<file path="src/perrd_pkg.sv">
`timescale 1ns / 1ps
// perrd_pkg: shared constants, codes and structs of the pending-event dispatcher
// no dependencies

package perrd_pkg;

  localparam int NUM_SOURCES   = 14;
  localparam int COUNT_WIDTH   = 16;
  localparam int TOTAL_W       = 20;
  localparam int SRC_W         = (NUM_SOURCES > 1) ? $clog2(NUM_SOURCES) : 1;
  localparam int ISS_W         = $clog2(NUM_SOURCES + 1);
  localparam int CMP_W         = (COUNT_WIDTH > TOTAL_W) ? COUNT_WIDTH : TOTAL_W;
  localparam int COLLECTOR_IDX = NUM_SOURCES - 1;

  localparam logic [COUNT_WIDTH-1:0] CNT_MAX   = '1;
  localparam logic [TOTAL_W-1:0]     TOTAL_MAX = '1;
  localparam logic [SRC_W-1:0]       LAST_IDX  = SRC_W'(NUM_SOURCES - 1);

  localparam logic [1:0] REQ_ARRIVAL   = 2'd0;
  localparam logic [1:0] REQ_COLLECTOR = 2'd1;
  localparam logic [1:0] REQ_DISPATCH  = 2'd2;
  localparam logic [1:0] REQ_DONE      = 2'd3;

  localparam logic [2:0] ACT_COUNTED  = 3'd0;
  localparam logic [2:0] ACT_ABORT    = 3'd1;
  localparam logic [2:0] ACT_TRAP     = 3'd2;
  localparam logic [2:0] ACT_DISPATCH = 3'd3;
  localparam logic [2:0] ACT_NONE     = 3'd4;
  localparam logic [2:0] ACT_IGNORED  = 3'd5;

  localparam logic REG_MASK_ALL     = 1'b0;
  localparam logic REG_COLLECTOR_EN = 1'b1;

  typedef struct packed {
    logic mask_all;
    logic collector_enable;
  } cfg_t;

  typedef struct packed {
    logic [1:0] req_type;
    logic [3:0] source;
    logic       in_managed;
    logic       io_waiting;
  } req_t;

  typedef struct packed {
    logic [2:0]         action;
    logic [3:0]         served_source;
    logic [15:0]        served_count;
    logic [TOTAL_W-1:0] total_pending;
  } res_t;

endpackage

</file>
<file path="src/pending_event_round_robin_dispatcher_unit.sv">
`timescale 1ns / 1ps
// arrival and collector items pass the count read, S_UPD, S_OUT and the output register; done and
// ignored items go straight to S_OUT; a dispatch scans from the source after the last served one
// one request in the sequencer at a time; rate set by the single count memory:
// one read-modify-write per arrival, one read per cycle while the dispatch scan walks the sources
// reset: rst_n synchronous; clears control state and the per-entry valid flags at once,
// so the count memory reads as zero with no clearing pass
// depends on perrd_pkg and perrd_seq

module pending_event_round_robin_dispatcher_unit (
  input  logic                           clk,
  input  logic                           rst_n,
  input  logic                           cfg_we,
  input  logic                           cfg_index,
  input  logic                           cfg_wdata,
  input  logic                           in_valid,
  output logic                           in_ready,
  input  logic [1:0]                     in_req_type,
  input  logic [3:0]                     in_source,
  input  logic                           in_managed,
  input  logic                           in_io_waiting,
  output logic                           out_valid,
  input  logic                           out_ready,
  output logic [2:0]                     out_action,
  output logic [3:0]                     out_served_source,
  output logic [15:0]                    out_served_count,
  output logic [perrd_pkg::TOTAL_W-1:0]  out_total_pending
);
  import perrd_pkg::*;

  cfg_t cfg_r, cfg_nxt;
  req_t req;
  res_t res, out_res_r;
  logic res_valid, res_ready;
  logic out_valid_r, out_valid_nxt;

  assign req = '{in_req_type, in_source, in_managed, in_io_waiting};

  perrd_seq u_seq (
    .clk       (clk),
    .rst_n     (rst_n),
    .cfg       (cfg_r),
    .req_valid (in_valid),
    .req_ready (in_ready),
    .req       (req),
    .res_valid (res_valid),
    .res_ready (res_ready),
    .res       (res)
  );

  always_comb begin
    cfg_nxt = cfg_r;
    if (cfg_we) begin
      case (cfg_index)
        REG_MASK_ALL:     cfg_nxt.mask_all = cfg_wdata;
        REG_COLLECTOR_EN: cfg_nxt.collector_enable = cfg_wdata;
        default: begin
        end
      endcase
    end
  end

  // output register parts the sequencer from the consumer
  assign res_ready = !out_valid_r || out_ready;

  always_comb begin
    out_valid_nxt = out_valid_r;
    if (res_valid && res_ready) begin
      out_valid_nxt = 1'b1;
    end else if (out_ready) begin
      out_valid_nxt = 1'b0;
    end
  end

  always_ff @(posedge clk) begin
    if (!rst_n) begin
      cfg_r       <= '0;
      out_valid_r <= 1'b0;
    end else begin
      cfg_r       <= cfg_nxt;
      out_valid_r <= out_valid_nxt;
    end
  end

  always_ff @(posedge clk) begin
    if (res_valid && res_ready) begin
      out_res_r <= res;
    end
  end

  assign out_valid         = out_valid_r;
  assign out_action        = out_res_r.action;
  assign out_served_source = out_res_r.served_source;
  assign out_served_count  = out_res_r.served_count;
  assign out_total_pending = out_res_r.total_pending;

endmodule

</file>
<file path="src/perrd_ram.sv">
`timescale 1ns / 1ps
// perrd_ram: generic simple dual-port ram, one write port, one registered read port
// no dependencies

module perrd_ram #(
  parameter int WIDTH = 16,
  parameter int DEPTH = 16
) (
  input  logic                                      clk,
  input  logic                                      wr_en,
  input  logic [((DEPTH > 1) ? $clog2(DEPTH) : 1)-1:0] wr_addr,
  input  logic [WIDTH-1:0]                          wr_data,
  input  logic                                      rd_en,
  input  logic [((DEPTH > 1) ? $clog2(DEPTH) : 1)-1:0] rd_addr,
  output logic [WIDTH-1:0]                          rd_data
);

  logic [WIDTH-1:0] mem [DEPTH];

  always_ff @(posedge clk) begin
    if (wr_en) begin
      mem[wr_addr] <= wr_data;
    end
    if (rd_en) begin
      rd_data <= mem[rd_addr];
    end
  end

endmodule

</file>
<file path="src/perrd_seq.sv">
`timescale 1ns / 1ps
// perrd_seq: request sequencer, read-modify-write of the count memory and round-robin scan
// depends on perrd_pkg and perrd_ram

module perrd_seq (
  input  logic            clk,
  input  logic            rst_n,
  input  perrd_pkg::cfg_t cfg,
  input  logic            req_valid,
  output logic            req_ready,
  input  perrd_pkg::req_t req,
  output logic            res_valid,
  input  logic            res_ready,
  output perrd_pkg::res_t res
);
  import perrd_pkg::*;

  localparam logic [1:0] S_IDLE = 2'd0;
  localparam logic [1:0] S_UPD  = 2'd1;
  localparam logic [1:0] S_SCAN = 2'd2;
  localparam logic [1:0] S_OUT  = 2'd3;

  logic [1:0]             state_r, state_nxt;
  logic [SRC_W-1:0]       last_served_r, last_served_nxt;
  logic [TOTAL_W-1:0]     total_r, total_nxt;
  logic                   trap_pending_r, trap_pending_nxt;
  logic                   in_handler_r, in_handler_nxt;
  logic [NUM_SOURCES-1:0] vld_r;
  logic [SRC_W-1:0]       cur_idx_r, cur_idx_nxt;
  logic [SRC_W-1:0]       scan_idx_r, scan_idx_nxt;
  logic [ISS_W-1:0]       issued_r, issued_nxt;
  logic                   chk_valid_r, chk_valid_nxt;
  logic                   is_coll_r, is_coll_nxt;
  logic                   managed_r, managed_nxt;
  logic                   iowait_r, iowait_nxt;
  res_t                   res_r, res_nxt;

  logic                   rd_en, wr_en, found;
  logic [SRC_W-1:0]       rd_addr;
  logic [COUNT_WIDTH-1:0] rd_data, cnt_rd, cnt_upd;
  logic                   cnt_sat;
  logic [TOTAL_W-1:0]     total_inc, total_dec;

  perrd_ram #(
    .WIDTH (COUNT_WIDTH),
    .DEPTH (NUM_SOURCES)
  ) u_count_ram (
    .clk     (clk),
    .wr_en   (wr_en),
    .wr_addr (cur_idx_r),
    .wr_data (cnt_upd),
    .rd_en   (rd_en),
    .rd_addr (rd_addr),
    .rd_data (rd_data)
  );

  // entries never written read as zero
  assign cnt_rd    = vld_r[cur_idx_r] ? rd_data : '0;
  assign cnt_sat   = (cnt_rd == CNT_MAX);
  assign total_inc = (total_r == TOTAL_MAX) ? total_r : total_r + 1'b1;
  assign total_dec = (CMP_W'(total_r) > CMP_W'(cnt_rd))
                   ? TOTAL_W'(CMP_W'(total_r) - CMP_W'(cnt_rd)) : '0;

  assign req_ready = (state_r == S_IDLE);
  assign res_valid = (state_r == S_OUT);
  assign res       = res_r;

  always_comb begin
    state_nxt        = state_r;
    last_served_nxt  = last_served_r;
    total_nxt        = total_r;
    trap_pending_nxt = trap_pending_r;
    in_handler_nxt   = in_handler_r;
    cur_idx_nxt      = cur_idx_r;
    scan_idx_nxt     = scan_idx_r;
    issued_nxt       = issued_r;
    chk_valid_nxt    = 1'b0;
    is_coll_nxt      = is_coll_r;
    managed_nxt      = managed_r;
    iowait_nxt       = iowait_r;
    res_nxt          = res_r;
    rd_en            = 1'b0;
    rd_addr          = scan_idx_r;
    wr_en            = 1'b0;
    cnt_upd          = '0;
    found            = 1'b0;

    case (state_r)
      S_IDLE: begin
        if (req_valid) begin
          managed_nxt = req.in_managed;
          iowait_nxt  = req.io_waiting;
          case (req.req_type)
            REQ_ARRIVAL: begin
              if (int'(req.source) >= COLLECTOR_IDX) begin
                res_nxt   = '{ACT_IGNORED, 4'd0, 16'd0, total_r};
                state_nxt = S_OUT;
              end else begin
                rd_en       = 1'b1;
                rd_addr     = SRC_W'(req.source);
                cur_idx_nxt = SRC_W'(req.source);
                is_coll_nxt = 1'b0;
                state_nxt   = S_UPD;
              end
            end
            REQ_COLLECTOR: begin
              if (cfg.collector_enable) begin
                rd_en       = 1'b1;
                rd_addr     = LAST_IDX;
                cur_idx_nxt = LAST_IDX;
                is_coll_nxt = 1'b1;
                state_nxt   = S_UPD;
              end else begin
                res_nxt   = '{ACT_IGNORED, 4'd0, 16'd0, total_r};
                state_nxt = S_OUT;
              end
            end
            REQ_DISPATCH: begin
              scan_idx_nxt = (last_served_r == LAST_IDX) ? '0 : last_served_r + 1'b1;
              issued_nxt   = '0;
              state_nxt    = S_SCAN;
            end
            default: begin
              in_handler_nxt = 1'b0;
              res_nxt        = '{ACT_COUNTED, 4'd0, 16'd0, total_r};
              state_nxt      = S_OUT;
            end
          endcase
        end
      end
      S_UPD: begin
        wr_en     = 1'b1;
        cnt_upd   = cnt_sat ? cnt_rd : cnt_rd + 1'b1;
        total_nxt = cnt_sat ? total_r : total_inc;
        res_nxt   = '{ACT_COUNTED, 4'd0, 16'd0, total_nxt};
        if (!is_coll_r && !cfg.mask_all) begin
          if (iowait_r) begin
            res_nxt.action = ACT_ABORT;
          end else if (managed_r && !trap_pending_r && !in_handler_r) begin
            trap_pending_nxt = 1'b1;
            res_nxt.action   = ACT_TRAP;
          end
        end
        state_nxt = S_OUT;
      end
      S_SCAN: begin
        // one read issued per cycle, its data checked in the cycle after
        if (chk_valid_r && (cnt_rd != '0)) begin
          found            = 1'b1;
          wr_en            = 1'b1;
          cnt_upd          = '0;
          total_nxt        = total_dec;
          last_served_nxt  = cur_idx_r;
          trap_pending_nxt = 1'b0;
          in_handler_nxt   = 1'b1;
          res_nxt          = '{ACT_DISPATCH, 4'(cur_idx_r), 16'(cnt_rd), total_dec};
          state_nxt        = S_OUT;
        end else if (issued_r < ISS_W'(NUM_SOURCES)) begin
          rd_en         = 1'b1;
          cur_idx_nxt   = scan_idx_r;
          chk_valid_nxt = 1'b1;
          scan_idx_nxt  = (scan_idx_r == LAST_IDX) ? '0 : scan_idx_r + 1'b1;
          issued_nxt    = issued_r + 1'b1;
        end else if (!chk_valid_r) begin
          res_nxt   = '{ACT_NONE, 4'd0, 16'd0, total_r};
          state_nxt = S_OUT;
        end
      end
      S_OUT: begin
        if (res_ready) begin
          state_nxt = S_IDLE;
        end
      end
      default: begin
        state_nxt = S_IDLE;
      end
    endcase
  end

  always_ff @(posedge clk) begin
    if (!rst_n) begin
      state_r        <= S_IDLE;
      last_served_r  <= '0;
      total_r        <= '0;
      trap_pending_r <= 1'b0;
      in_handler_r   <= 1'b0;
      vld_r          <= '0;
      issued_r       <= '0;
      chk_valid_r    <= 1'b0;
    end else begin
      state_r        <= state_nxt;
      last_served_r  <= last_served_nxt;
      total_r        <= total_nxt;
      trap_pending_r <= trap_pending_nxt;
      in_handler_r   <= in_handler_nxt;
      issued_r       <= issued_nxt;
      chk_valid_r    <= chk_valid_nxt;
      if (wr_en) begin
        vld_r[cur_idx_r] <= 1'b1;
      end
    end
  end

  always_ff @(posedge clk) begin
    cur_idx_r  <= cur_idx_nxt;
    scan_idx_r <= scan_idx_nxt;
    is_coll_r  <= is_coll_nxt;
    managed_r  <= managed_nxt;
    iowait_r   <= iowait_nxt;
    res_r      <= res_nxt;
  end

  a_wr_in_range: assert property (@(posedge clk) disable iff (!rst_n)
    wr_en |-> (int'(cur_idx_r) < NUM_SOURCES))
    else $error("count write outside the source range");

  a_upd_after_read: assert property (@(posedge clk) disable iff (!rst_n)
    (state_r == S_UPD) |-> $past(rd_en))
    else $error("update without a preceding count read");

  a_dispatch_enters_handler: assert property (@(posedge clk) disable iff (!rst_n)
    found |=> (in_handler_r && !trap_pending_r && (last_served_r == $past(cur_idx_r))))
    else $error("dispatch did not update handler state");

  a_scan_bound: assert property (@(posedge clk) disable iff (!rst_n)
    int'(issued_r) <= NUM_SOURCES)
    else $error("scan issued more reads than sources");

endmodule
</file>
<file path="config.mk">
export PLATFORM = sky130hd
export DESIGN_NAME = pending_event_round_robin_dispatcher_unit
export DESIGN_NICKNAME = d
export VERILOG_FILES = /design/src/perrd_pkg.sv /design/src/pending_event_round_robin_dispatcher_unit.sv /design/src/perrd_ram.sv /design/src/perrd_seq.sv
export SDC_FILE = /design/constraint.sdc
export NUM_CORES = 1
export LEC_CHECK = 0
export ABC_AREA = 1
export CAP_MARGIN = 20
export CORE_MARGIN = 2
export CORE_UTILIZATION = 60
export CTS_CLUSTER_DIAMETER = 30
export DETAILED_ROUTE_END_ITERATION = 10
export DONT_BUFFER_PORTS = 1
export GPL_TIMING_DRIVEN = 0
export PLACE_DENSITY = 0.76
export SLEW_MARGIN = 20
export SYNTH_ARGS = -nofsm -noshare
export SYNTH_HDL_FRONTEND = slang
export SYNTH_SLANG_ARGS = --single-unit
</file>
<file path="constraint.sdc">
create_clock -name clk -period 5.6 [get_ports clk]
set_input_delay 0.56 -clock clk [delete_from_list [all_inputs] [get_ports clk]]
set_output_delay 0.56 -clock clk [all_outputs]
set_load 0.02 [all_outputs]
</file>
Word-level counts from Yosys, hierarchy flattened
Memories as Yosys holds them, arrays and structs flattened. A register that Yosys moved wholly into a read port is not among the register bits. Index checks and enable logic that the tools add are counted.

$add $sub $neg: 6. Multiply operators: 0. Div/mod/pow operators: 0. Magnitude comparators: 5. Eq/ne operators: 29. Shift-type cells: 0. Mux-type cells: 81. Bitwise operators: 2. Reduce and logical (&&, ||, !) cells: 34.

Operators with widths (number): 2-to-1 mux 43 bit (6); case mux 43 bit (3 select lines) (2); 2-to-1 mux 20 bit (4); 2-to-1 mux 4 bit (19); 2-to-1 mux 16 bit (3); case mux 20 bit (2 select lines) (1); case mux 4 bit (2 select lines) (5); 2-to-1 mux 1 bit (21); adder 20 x 1 -> 20 bit (second input constant) (1); equality test 20 bit (second input constant) (1); greater-than comparator 20 x 16 -> 1 bit (1); subtractor 20 x 16 -> 20 bit (1); adder 16 x 1 -> 16 bit (second input constant) (1); equality test 16 bit (second input constant) (1); 2-to-1 mux 2 bit (8); nonzero test 16 bit (1); AND reduction 5 bit (3); inequality test 2 bit (second input constant) (7); bitwise OR 14 bit (1); AND reduction 7 bit (2); adder 4 x 1 -> 4 bit (second input constant) (3); inequality test 2 x 1 -> 1 bit (second input constant) (6); inequality test 3 bit (second input constant) (4); case mux 1 bit (2 select lines) (6); other kinds (24) (49).

Flip-flop bits (word level): 147. Bits in latches: 0. Bits in writable memories: 224. Memory bits (read-only): 0. Bits of input ports: 15. Output and inout bits: 45. Memories kept: 1.

Memory list: u_seq.u_count_ram.mem (depth 14, width 16, rd ports 1, clocked after memory_dff 1, write ports 1, line perrd_ram.sv:18) `logic [WIDTH-1:0] mem [DEPTH];`.

Longest topological paths before layout
Word-level depth: 9. Mapped depth: 26. Mapped depth without buffers: 24.

By module
A second synthesis with hierarchy kept.

Cell total of the unflattened synthesis: 2117. Area total of the unflattened synthesis: 19077.0 um2.

Modules (own cells, without submodules): perrd_ram (instances 1, cells an instance 879, area each 9899.5 um2); perrd_seq (instances 1, cells an instance 1176, area each 7758.7 um2); pending_event_round_robin_dispatcher_unit (instances 1, cells an instance 62, area each 1418.9 um2).

Worst setup path after synthesis
No wires, ideal clock.

Kind: reg2reg. From: reg u_seq.cur_idx_r[1]. To: reg u_seq.res_r (netlist bit u_seq.res[0]), enable pin. Arrival time: 3958 ps. Required time: 5157 ps. Path slack: 1199 ps. Cell stages (with the launch flop): 20. Path through: edfxtp_1 buf_6 inv_4 nand2_1 nor2_2 nand2_1 nand2_1 clkinv_1 nand2_2 nor2_2 nor2_1 inv_1 ha_1 nand2_1 nor2_1 nand2_4 nand2_2 o211ai_1 nand2_1 nor2_1.

Cells in the longest elaborated chain, start to end: 7. Elaborated cells on any way between the ends: 8. Classes of those cells: eq/ne (2); mux (3); reduce/logical (3).

RTL lines: start, declared (line perrd_seq.sv:29) `logic [SRC_W-1:0] cur_idx_r, cur_idx_nxt;`; start signal, assigned (line perrd_seq.sv:205) `cur_idx_r <= cur_idx_nxt;`; binary-select mux 1 bit (select 4 bit) (*) (line perrd_seq.sv:58) `assign cnt_rd = vld_r[cur_idx_r] ? rd_data : '0;`; 2-to-1 mux 1 bit (not written as such) (*) (line perrd_seq.sv:58); 2-to-1 mux 16 bit (*) (line perrd_seq.sv:58); nonzero test 16 bit (*) (line perrd_seq.sv:148) `if (chk_valid_r && (cnt_rd != '0)) begin`; logical AND 1 bit (*) (line perrd_seq.sv:148); inequality test 3 bit (no line) or inequality test 3 x 2 -> 1 bit (tied branches); AND reduction 7 bit (no line) (*); end signal, assigned (line perrd_seq.sv:210) `res_r <= res_nxt;`; end, declared (line perrd_seq.sv:36) `res_t res_r, res_nxt;`.

Every way passes the cells marked *; elsewhere a longest branch is shown, timed or not. The select of a mux whose other input is x is not followed. A chain may end at the register's enable or synchronous reset.

==> impl.org <==
** Clock network
- Max Root-Sink Buffers :: 3
- Post-CTS clock slew at the launch and capture registers of the worst setup and hold paths :: about 0.06 ns
- CTS saw 387 sinks.
- CTS built an H-tree with a depth of 3.
- TritonCTS built the clock tree.
- Buffers inserted to repair hold after CTS numbered 0.
- TritonCTS created 74 clock buffers.
- # resized after CTS :: 0
- Clock latency reported for the late side of the worst-skew pair :: between 0.5 and 0.6 ns
- Clock tree root buffer cell :: sky130_fd_sc_hd__clkbuf_16
- Buffers added to address setup during post-CTS repair amount to 0.

** Critical path
- In this run the critical register-to-register path is captured at u_seq.res[2]$_DFFE_PP_.
- Startpoint-to-endpoint class of the critical path :: flip-flop to flip-flop
- CP Launch Point :: u_seq.cur_idx_r[0]$_DFFE_PP_
- The worst setup path is launched from a flip-flop.
- Startpoint of the worst register-to-register path :: u_seq.cur_idx_r[0]$_DFFE_PP_
- Worst reg-to-reg path cell count :: 23
- Of all nets on the critical path, the largest fanout is 10.
- Counting stages on the worst path, the most repeated cell is sky130_fd_sc_hd__nand2_1.
- For this design, the slowest cell found on the critical path is sky130_fd_sc_hd__edfxtp_1.
- Setup crit end kind :: flip-flop
- Across all register-to-register paths, the minimum setup slack is 0.99 ns.
- The signal on the critical path passes through buf_4 -> nand2_1 -> nand2_1 -> nand2_1 -> nand2_1 -> nand2_1 -> nand2_1 -> nor2_2 -> nor2_1 -> ha_1 -> fa_1 -> o21ai_0 -> nand2_1 -> nand2_1 -> nand2_1 -> nand2_1 -> a21oi_1 -> clkbuf_1 -> a21oi_1 -> o21ai_0 -> o21ai_1 -> nor2_1 -> nor2_1.
- At the worst endpoint, the arrival time is 5.05 ns.
- On the worst path, the slowest cell contributes a delay of between 0.4 and 0.5 ns.
- For the worst setup path, the data required time is 6.05 ns.

** Drt
- Across all layers, the routed design uses 15,090 vias.
- Using the TritonRoute via totals, the vias-per-cell ratio works out to around 6.
- For this block, the routed nets add up to 54,720 um of wire.
- First-iteration detailed-routing DRC count :: 2,132
- The first detailed-routing pass ran for 7 iterations.
- The detail route stage leaves a number of antenna-violating nets equal to 0.
- Post-detailed-route DRC marker count :: 0
- In the final routed layout, each cell accounts on average for 21.75 um.

** Synth
- Yosys printed 0 warnings.
- Area share of the leading cell type in the synthesized netlist :: 54.10%
- Synthesis inferred between 300 and 400 register bits.
- The cell count after synthesis came out at 1,971.
- Ranked by total cell area, the synthesized netlist is headed by sky130_fd_sc_hd__edfxtp_1 54%, sky130_fd_sc_hd__nand2_1 8.2%, sky130_fd_sc_hd__dfxtp_1 5.4%.
- Library cell with the highest instance count after synthesis :: sky130_fd_sc_hd__nand2_1
- The largest total area in the synthesized netlist belongs to sky130_fd_sc_hd__edfxtp_1.
- For this run, the leading register cell type out of synthesis is sky130_fd_sc_hd__edfxtp_1.
- Distinct cells, synth :: 48
- Average footprint of a synthesized cell :: 9.491 um^2
- Counting flops with a built-in enable in the synthesized netlist gives ~340.
- After synthesis, the most frequently instantiated cells are 408 x sky130_fd_sc_hd__nand2_1, 337 x sky130_fd_sc_hd__edfxtp_1, 250 x sky130_fd_sc_hd__inv_1.
- In this run the cell area of the synthesized design comes to 18,710 um^2.
- Counting flops with an async set or reset pin after synthesis yields a share of 0%.
- When the netlist entered floorplanning its net count stood at 2,013.
- Summing the sequential cell areas from Yosys gives 59.45% of the chip area.

** GRT
- Number of antenna violations at the first check in global routing :: 1
- The via count of the first global-routing pass was between 10,000 and 15,000.
- For this run, the total global-route usage over all layers was measured as 33.84%.
- The first global-routing pass estimated 84,000 um of wire.
- After global routing the overflow that remains totals 0.
- Entering global routing, the biggest net connects 26 pins.

** Placement
- At the end of routability-driven placement, the weighted congestion stood at about 0.99.
- Estimated wirelength of the detail-placed design :: 38,600 um
- Cells after DPL :: 2,379
- Minimum setup slack after placement :: 1.160 ns
- In this run the tool buffered the top-level ports with 0 buffer cells.

** Cells and area
- Layout overhead on the synthesized area :: 17.97%
- Footprint of the flip-flops and latches :: 11,120 um^2
- Fill cell count :: 2,132
- In the final layout, the multi-input gates occupy a little over 6000 um^2.
- Fraction of layout cells with a size suffix above 1 :: 10.52%
- Total number of nets in the final design :: 2,101
- Cells fill a little under three quarters of the core in the end.
- Final Non-Filler Cells :: 2,516

** STA
- Headroom to the max-slew limit came out at 30.40%.
- Final setup vio count :: 0
- The worst path in the final design needs a cycle of about 4.6 ns, including I/O delays and setup.
- Static timing analysis puts the maximum clock frequency at 217.1 MHz.
- The count of final hold-check violations is 0.
- Dividing the final minimum period by the clock period gives 82.25%.
- Across the routed clock network, the largest skew measured is 0.02706 ns.
- The count of pins over their slew limit came to 0.
- Setup repair after global routing left no endpoint under its margin.
- Post-layout worst setup margin :: 0.9937 ns
- For the pin with the worst max-slew slack, the measured transition is 1.037 ns.

** Power
- After layout, the design draws a total of 12.47 mW.
- Summed over all cells, the static leakage comes to 8.866 nW.
- Power Dens Cells :: 564.9 nW/um^2
- VDD sags by at most 0.4298 mV.

** Floorplan
- The floorplan step defined a die boundary enclosing roughly 33,000 um^2.
- Starting density of the core :: 60.99%
- Number of top-level design ports :: 60
- Placement Rows :: 64
- Die boundary width :: 180.6 um
- The core region is 30,670 um^2.
- From bottom edge to top edge, the die measures 180.6 um.

** Flow run
- Max-cap check violation count :: 0

** Min path
- WHS Endpoint :: u_seq.iowait_r$_DFFE_PP_
- The startpoint identified for the worst hold timing path is in_io_waiting.
- Along the worst hold path, the cell count comes to 0.
- Path category of the worst min-delay check :: input pin to flip-flop

** Run status
- The flow ran to the end, and the final reports show no timing, DRC or antenna violations.
worst max path at each step:
stage / endpoint / slack, ns / cells past startpoint
floorplan: u_seq.res[0]$_DFFE_PP_ / 1.20 / 19
global placement: u_seq.res[33]$_DFFE_PP_ / -0.21 / 18
detailed placement: u_seq.res[3]$_DFFE_PP_ / 1.16 / 23
CTS: u_seq.total_r[13]$_SDFFE_PN0P_ / 1.08 / 23
global route: u_seq.res[3]$_DFFE_PP_ / 0.64 / 23
finish: u_seq.res[2]$_DFFE_PP_ / 0.99 / 23
cell type report:
class / count / area share, %
timing repair buffer: 12 / 0.7427
antenna: 1 / 0.01134
clock buffer: 76 / 8.521
sequential: 387 / 50.39
clock inverter: 60 / 3.362
tap: 396 / 2.245
inverter: 262 / 4.468
buffer: 90 / 1.984
multi-input combinational: 1232 / 28.27
state kept, by name (all words and copies together) (netlist names), 3 cells and up:
register                   count
u_seq.cur_idx_r                4
u_seq.u_count_ram.mem        224
u_seq.res                     43
u_seq.total_r                 20
out_served_count              16
u_seq.u_count_ram.rd_data     16
out_action                     3
u_seq.scan_idx_r               4
u_seq.last_served_r            4
u_seq.issued_r                 4
out_total_pending             20
out_served_source              4
u_seq.vld_r                   14
per-stage QoR:
step | area [um^2] | hold WS, ns | setup TNS, ns
after floorplan | 18710 | 0.4003 | 0
after global placement | 19200 | 0.4002 | -8.841
after detailed placement | 19440 | 0.4045 | 0
after CTS | 22070 | 0.05487 | 0
after global routing | 22070 | 0.05462 | 0
final | 22070 | 0.06290 | 0
routing by layer:
layer | vias up | wire (um) | track usage [%]
li1 | 6952 | - | -
met1 | 7005 | 20800 | 44.19
met2 | 956 | 25120 | 53.27
met3 | 180 | 6035 | 7.781
met4 | 0 | 2767 | 17.48
met5 | - | 0 | 0
cell families after synthesis:
group / synth area share (%)
AOI/OAI and AO/OA: 10.72
xor gates and xnor gates: 1.451
adders and majority gates: 1.846
buffers and inverters: 7.612
DFF: 59.45
and+or+nand+nor: 18.93
where the power goes:
group | internal, mW | total, mW | switching, mW | leakage (nW)
sequential | 3.71 | 4.02 | 0.304 | 3.17
combinational | 1.05 | 3.85 | 2.80 | 4.44
clock | 2.98 | 4.60 | 1.62 | 1.25
total | 7.74 | 12.5 | 4.73 | 8.87
cell usage in the layout (no fill, tap or decap), types with 7 or more instances in the layout:
cell,n
sky130_fd_sc_hd__o21ai_1,23
sky130_fd_sc_hd__edfxtp_1,337
sky130_fd_sc_hd__clkbuf_16,75
sky130_fd_sc_hd__nand4_1,32
sky130_fd_sc_hd__nand2_4,7
sky130_fd_sc_hd__nand2_2,7
sky130_fd_sc_hd__xor2_1,26
sky130_fd_sc_hd__nand3_1,191
sky130_fd_sc_hd__buf_4,10
sky130_fd_sc_hd__buf_2,14
sky130_fd_sc_hd__clkinvlp_4,9
sky130_fd_sc_hd__nor2_2,11
sky130_fd_sc_hd__ha_1,26
sky130_fd_sc_hd__clkinv_4,12
sky130_fd_sc_hd__dfxtp_1,50
sky130_fd_sc_hd__nand2_1,408
sky130_fd_sc_hd__inv_6,9
sky130_fd_sc_hd__buf_6,12
sky130_fd_sc_hd__inv_1,250
sky130_fd_sc_hd__clkbuf_1,54
sky130_fd_sc_hd__buf_1,8
sky130_fd_sc_hd__o21ai_0,112
sky130_fd_sc_hd__bufinv_16,10
sky130_fd_sc_hd__nor3_1,16
sky130_fd_sc_hd__inv_2,8
sky130_fd_sc_hd__clkinv_1,8
sky130_fd_sc_hd__a21oi_1,149
sky130_fd_sc_hd__nor2_1,120
sky130_fd_sc_hd__o211ai_1,52
worst max-delay path, delay by kind of cell (launching register included):
family          cells  cell delay (ns)
simple gates       14             1.67
buf+inv             2             0.49
compound gates      5             1.16
flops               1             0.46
fa+ha+maj           2             0.72
Note: power is estimated with default switching activity, not from simulation.
